==> src/hw/rtl/mfd_pkg.sv <==
`timescale 1ns / 1ps

package mfd_pkg;

  // default sizes
  localparam int DELAY_DEPTH_DEF = 65536;
  localparam int SINE_BITS_DEF   = 10;

  // configuration port
  localparam int CFG_W     = 19;
  localparam int CFG_IDX_W = 3;

  localparam logic [CFG_IDX_W-1:0] CFG_BASE_DELAY    = 3'd0;
  localparam logic [CFG_IDX_W-1:0] CFG_MOD_DEPTH     = 3'd1;
  localparam logic [CFG_IDX_W-1:0] CFG_FEEDBACK_GAIN = 3'd2;
  localparam logic [CFG_IDX_W-1:0] CFG_WET_MIX       = 3'd3;
  localparam logic [CFG_IDX_W-1:0] CFG_LFO_STEP      = 3'd4;
  localparam logic [CFG_IDX_W-1:0] CFG_EFFECT_ENABLE = 3'd5;

  // sample and arithmetic widths
  localparam int SMP_W   = 16;
  localparam int MUL_A_W = 27;
  localparam int MUL_B_W = 18;
  localparam int MUL_P_W = MUL_A_W + MUL_B_W;
  localparam int WET_W   = 26;
  localparam int ACC_W   = 42;
  localparam int MAG_W   = 39;

  localparam logic [15:0] UNITY_Q15  = 16'd32768;
  localparam logic [14:0] FULL_SCALE = 15'd32767;

  // sine polynomial coefficients
  localparam logic [15:0] SIN_C1 = 16'd51472;
  localparam logic [14:0] SIN_C3 = 15'd21024;
  localparam logic [11:0] SIN_C5 = 12'd2320;

  // shared multiplier operations
  localparam int MUL_OP_W = 4;
  localparam logic [MUL_OP_W-1:0] MUL_HOLD = 4'd0;
  localparam logic [MUL_OP_W-1:0] MUL_UU   = 4'd1;
  localparam logic [MUL_OP_W-1:0] MUL_UC   = 4'd2;
  localparam logic [MUL_OP_W-1:0] MUL_UT   = 4'd3;
  localparam logic [MUL_OP_W-1:0] MUL_US   = 4'd4;
  localparam logic [MUL_OP_W-1:0] MUL_SM   = 4'd5;
  localparam logic [MUL_OP_W-1:0] MUL_LERP = 4'd6;
  localparam logic [MUL_OP_W-1:0] MUL_DRY  = 4'd7;
  localparam logic [MUL_OP_W-1:0] MUL_FB   = 4'd8;
  localparam logic [MUL_OP_W-1:0] MUL_MIX  = 4'd9;

  typedef struct packed {
    logic                load_in;
    logic [MUL_OP_W-1:0] mul_op;
    logic                cap_u2;
    logic                cap_d;
    logic                cap_raw;
    logic                cap_pos;
    logic                rd_en;
    logic                rd_sel;
    logic                cap_y0;
    logic                cap_wet;
    logic                cap_dry;
    logic                cap_acc_w;
    logic                cap_acc_y;
    logic                sat_load;
    logic                sat_sel;
    logic                mem_we;
    logic                out_load;
  } mfd_cmd_t;

  typedef struct packed {
    logic out_free;
  } mfd_sts_t;

endpackage

==> src/hw/rtl/mfd_ctrl.sv <==
`timescale 1ns / 1ps

module mfd_ctrl (
  input  logic              clk,
  input  logic              rst_n,
  input  logic              in_valid,
  output logic              in_stall,
  input  mfd_pkg::mfd_sts_t sts,
  output mfd_pkg::mfd_cmd_t cmd
);

  localparam logic [4:0] ST_IDLE = 5'd0;
  localparam logic [4:0] ST_UU   = 5'd1;
  localparam logic [4:0] ST_UC   = 5'd2;
  localparam logic [4:0] ST_UT   = 5'd3;
  localparam logic [4:0] ST_US   = 5'd4;
  localparam logic [4:0] ST_SM   = 5'd5;
  localparam logic [4:0] ST_DLY  = 5'd6;
  localparam logic [4:0] ST_RAW  = 5'd7;
  localparam logic [4:0] ST_POS  = 5'd8;
  localparam logic [4:0] ST_RD0  = 5'd9;
  localparam logic [4:0] ST_RD1  = 5'd10;
  localparam logic [4:0] ST_LERP = 5'd11;
  localparam logic [4:0] ST_WET  = 5'd12;
  localparam logic [4:0] ST_DRY  = 5'd13;
  localparam logic [4:0] ST_FB   = 5'd14;
  localparam logic [4:0] ST_MIX  = 5'd15;
  localparam logic [4:0] ST_SATW = 5'd16;
  localparam logic [4:0] ST_WR   = 5'd17;
  localparam logic [4:0] ST_OUT  = 5'd18;

  logic [4:0] state_r;
  logic [4:0] state_nxt;

  assign in_stall = (state_r != ST_IDLE);

  always_comb begin
    state_nxt = state_r;
    cmd       = '0;
    case (state_r)
      ST_IDLE: begin
        if (in_valid) begin
          cmd.load_in = 1'b1;
          state_nxt   = ST_UU;
        end
      end
      ST_UU: begin
        cmd.mul_op = mfd_pkg::MUL_UU;
        state_nxt  = ST_UC;
      end
      ST_UC: begin
        cmd.cap_u2 = 1'b1;
        cmd.mul_op = mfd_pkg::MUL_UC;
        state_nxt  = ST_UT;
      end
      ST_UT: begin
        cmd.mul_op = mfd_pkg::MUL_UT;
        state_nxt  = ST_US;
      end
      ST_US: begin
        cmd.mul_op = mfd_pkg::MUL_US;
        state_nxt  = ST_SM;
      end
      ST_SM: begin
        cmd.mul_op = mfd_pkg::MUL_SM;
        state_nxt  = ST_DLY;
      end
      ST_DLY: begin
        cmd.cap_d = 1'b1;
        state_nxt = ST_RAW;
      end
      ST_RAW: begin
        cmd.cap_raw = 1'b1;
        state_nxt   = ST_POS;
      end
      ST_POS: begin
        cmd.cap_pos = 1'b1;
        state_nxt   = ST_RD0;
      end
      ST_RD0: begin
        cmd.rd_en  = 1'b1;
        cmd.rd_sel = 1'b0;
        state_nxt  = ST_RD1;
      end
      ST_RD1: begin
        cmd.rd_en  = 1'b1;
        cmd.rd_sel = 1'b1;
        cmd.cap_y0 = 1'b1;
        state_nxt  = ST_LERP;
      end
      ST_LERP: begin
        cmd.mul_op = mfd_pkg::MUL_LERP;
        state_nxt  = ST_WET;
      end
      ST_WET: begin
        cmd.cap_wet = 1'b1;
        state_nxt   = ST_DRY;
      end
      ST_DRY: begin
        cmd.mul_op = mfd_pkg::MUL_DRY;
        state_nxt  = ST_FB;
      end
      ST_FB: begin
        cmd.cap_dry = 1'b1;
        cmd.mul_op  = mfd_pkg::MUL_FB;
        state_nxt   = ST_MIX;
      end
      ST_MIX: begin
        cmd.cap_acc_w = 1'b1;
        cmd.mul_op    = mfd_pkg::MUL_MIX;
        state_nxt     = ST_SATW;
      end
      ST_SATW: begin
        cmd.cap_acc_y = 1'b1;
        cmd.sat_load  = 1'b1;
        cmd.sat_sel   = 1'b0;
        state_nxt     = ST_WR;
      end
      ST_WR: begin
        cmd.mem_we   = 1'b1;
        cmd.sat_load = 1'b1;
        cmd.sat_sel  = 1'b1;
        state_nxt    = ST_OUT;
      end
      ST_OUT: begin
        if (sts.out_free) begin
          cmd.out_load = 1'b1;
          state_nxt    = ST_IDLE;
        end
      end
      default: begin
        state_nxt = ST_IDLE;
      end
    endcase
  end

  always_ff @(posedge clk) begin
    if (!rst_n) begin
      state_r <= ST_IDLE;
    end else begin
      state_r <= state_nxt;
    end
  end

endmodule

==> config.mk <==
export PLATFORM = sky130hd
export DESIGN_NAME = mfd_ctrl
export DESIGN_NICKNAME = d
export VERILOG_FILES = /design/src/hw/rtl/mfd_pkg.sv /design/src/hw/rtl/mfd_ctrl.sv
export SDC_FILE = /design/constraint.sdc
export NUM_CORES = 1
export LEC_CHECK = 0
export ABC_AREA = 1
export ABC_CLOCK_PERIOD_IN_PS = 1600
export CORE_AREA = 3 3 40 42
export DETAILED_ROUTE_END_ITERATION = 10
export DIE_AREA = 0 0 43 45
export DONT_BUFFER_PORTS = 1
export GPL_ROUTABILITY_DRIVEN = 0
export MAX_ROUTING_LAYER = met4
export SYNTH_ARGS = -nofsm -noshare
export SYNTH_HDL_FRONTEND = slang
export SYNTH_SLANG_ARGS = --single-unit
export TNS_END_PERCENT = 1
==> constraint.sdc <==
create_clock -name clk -period 1.6 [get_ports clk]
set_input_delay 0.32 -clock clk [delete_from_list [all_inputs] [get_ports clk]]
set_output_delay 0.32 -clock clk [all_outputs]
set_load 0.02 [all_outputs]
==> summary.txt <==
Run status
  • Status: complete, but fails checks
  • Failing checks: setup timing

Clock network
  • Clock sinks: 5
  • Post-CTS Hold Buffers: 0
  • TritonCTS buffer count: 3
  • Clock slew seen by the registers of the worst setup and hold paths: 0.05 ns
  • H-Tree Level Count: 1
  • Maximum root-to-sink buffer count: 2
  • Clock root cell: clkbuf_4
  • CTS tree: built
  • Later-pin clock latency in the skew report: 0.24 ns

Place
  • Dpl cell area: 585.6 µm²
  • Post-DP HPWL: 1142 µm
  • Placed Cells: 115
  • Buffers on Ports: 0

Logic synthesis
  • Post-synthesis sequential area ratio: 0.1905
  • Number of flops mapped to enable cells by yosys: 0
  • Synthesized area per cell: 5.590 µm²
  • Warnings from Yosys: 0
  • Top-area cell type share of the netlist area: 0.1905
  • Syn Std Cell Area: 525.5 µm²
  • Asr flop ratio synth: 0
  • Top cells by area, synth: dfxtp_1 19%, inv_1 14%, nand2_1 14%
  • Syn nets: 98
  • #FFs+latches synth: 5
  • Area leader, netlist: dfxtp_1
  • Main flop type after synthesis: dfxtp_1
  • Mapped Cells: 94
  • Post-synth top cells: 20 x inv_1, 20 x nand2_1, 16 x nor2_1, 10 x nand3_1, 5 x dfxtp_1
  • Synth cell types: 20

Min path
  • Depth of the worst hold-timing path: 2
  • Hold_sp: rst_n
  • Hold WC Path Type: primary input to flop
  • Hold path endpoint: state_r[1]

Drt
  • Pre-antenna DRT Iters: 4
  • Routed Antenna Nets: 0
  • Routed len/inst: 12.55 µm
  • Drt drc: 0
  • Final WL: 1519 µm
  • 1st-iter DRT viols: 41
  • Vias per cell: 5.223
  • Routed vias: 632

Timing
  • RSZ-0062 raised after global routing: true
  • Fin Hold WS: 0.1905 ns
  • Period utilisation layout: 1.009
  • Final Hold Viols: 0
  • Tmin final: 1.614 ns
  • Rel. slew slack: 0.7742
  • Setup ws final: -0.01393 ns
  • Final Max Tran Viols: 0
  • Max Clk Rate: 619.6 MHz
  • Worst slew pin tran: 0.3377 ns
  • Finish-stage setup viols: 1
  • Post-Route Skew: 0.003604 ns

Global route
  • Grt ovf: 0
  • Largest net degree at the start of global routing: 9
  • Initial antenna violation count: 0
  • Global-route wire length before repair: 2401 µm
  • Vias in the first global route: 588
  • Gr usage total: 0.1729

Setup path
  • Crit path kind: flop to primary output
  • Critical path's slowest cell: dfxtp_2
  • Worst reg2reg path endpoint: state_r[1]
  • Reg2reg setup slack: 0.30 ns
  • Crit-path max FO: 4
  • WP data required: 1.28 ns
  • Crit-path cells: nand2_1 -> inv_1 -> nand3_1 -> o211ai_1 -> buf_4
  • CP arrival: 1.29 ns
  • CP Launch Type: flop
  • Worst R2R Start: state_r[0]
  • Slowest Stage Delay on Critical Path: 0.37 ns
  • Critical path origin: state_r[0]
  • CP Capture Type: primary output
  • R2R cell count: 8

Power
  • Pwr dens: 1444 nW/µm²
  • P_leak: 0.3981 nW
  • Power share of the clock group: 0.155
  • Max rail drop VDD: 747.4 µV
  • Power Total: 0.9322 mW
  • Internal Power: 0.4313 mW
  • Reg power frac: 0.218
  • P_sw: 0.5009 mW
  • Combinational power share: 0.627
  • Sw frac: 0.5374

Cells and area
  • Largest registers: state_r: 5 flops
  • Max reg flops: 5
  • Ant diodes: 0
  • Final #Nets: 111
  • P&R area growth vs syn: 22.86%
  • Register name with the most flops: state_r
  • Layout cells sized above 1: 0.3396
  • Fin area: 645.6 µm²
  • Layout Cells excl Fill: 121

Floorplanning
  • Die footprint: 1935 µm²
  • Core area: 1285 µm²
  • I/O pin count: 25
  • Initial Utilization: 0.4090
  • Std-Cell Rows: 13
  • Chip width: 43 µm
  • Die H: 45 µm

Flow run
  • Max Cap Viol: 0
[layout by cell type, fill, tap and decap left out]
master,instances
inv_2,6
o21ai_1,2
nand3_1,10
nor3_1,2
nor2_1,12
nand2_1,20
a21oi_1,1
o211ai_1,1
nor2_2,6
o21ai_0,1
inv_1,17
clkbuf_1,1
clkbuf_4,3
dfxtp_2,4
dfxtp_4,1
inv_6,1
o211ai_2,1
nand2_4,1
a31oi_1,1
buf_4,10
nand4_1,2
nor2_4,3
[critical path: cells and delay by family, from the launching register on]
family | cells | cell delay, ns
buffers and inverters | 2 | 0.29
and+or+nand+nor | 2 | 0.25
AOI/OAI and AO/OA | 1 | 0.13
DFF | 1 | 0.37
[how the worst max path moves through the flow]
stage | endpoint | slack [ns] | depth (start not counted)
after floorplan | cmd[19] | 0.13 | 3
final | cmd[15] | -0.01 | 5
after global placement | cmd[15] | 0.16 | 5
after CTS | cmd[15] | 0.009 | 6
after detailed placement | cmd[15] | 0.16 | 6
after global routing | cmd[15] | -0.09 | 5
[routing by layer]
metal  up-vias  global-route usage  routed length [µm]
met3         4             0.07570                 157
met2        42              0.2814                 780
met1       276              0.1799                 565
met4         0             0.08434                  14
li1        310                   -                   -
met5         -                   -                   0
[power by group through the flow]
stage,logic [mW],clock network (mW),registers (mW)
6_report,0.585,0.144,0.203
5_1_grt,0.641,0.174,0.207
4_1_cts,0.565,0.150,0.200
3_5_place_dp,0.558,0,0.195
3_3_place_gp,0.566,0,0.193
2_1_floorplan,0.408,0,0.188
[final cells by class]
| type | instances | area (µm²) |
|---|---|---|
| clock buffer | 4 | 26.28 |
| fill | 138 | 639.4 |
| multi-input combinational | 63 | 321.6 |
| tap | 15 | 18.77 |
| timing repair buffer | 10 | 75.07 |
| sequential | 5 | 108.9 |
| inverter | 24 | 95.09 |
[what timing repair did]
action,in CTS,in global routing
hold endpoints to repair,0,0
resized for setup,8,5
endpoints found under the setup margin,11,12
pin swaps,1,2
setup buffers,2,0
[cells by family after synthesis]
family	Yosys count	synth area share
simple gates	56	0.5048
buf+inv	26	0.2167
compound gates	7	0.08809
flops	5	0.1905
[through the flow]
| stage | setup slack, ns | utilization | setup TNS, ns |
|---|---|---|---|
| after floorplan | 0.1253 | - | 0 |
| after global placement | 0.1634 | 0.4557 | 0 |
| after detailed placement | 0.1639 | 0.4557 | 0 |
| after CTS | 0.008762 | 0.4966 | 0 |
| after global routing | -0.09297 | 0.5024 | -0.1601 |
| final | -0.01393 | 0.5024 | -0.01393 |
Power figures use the tool's default switching activity.
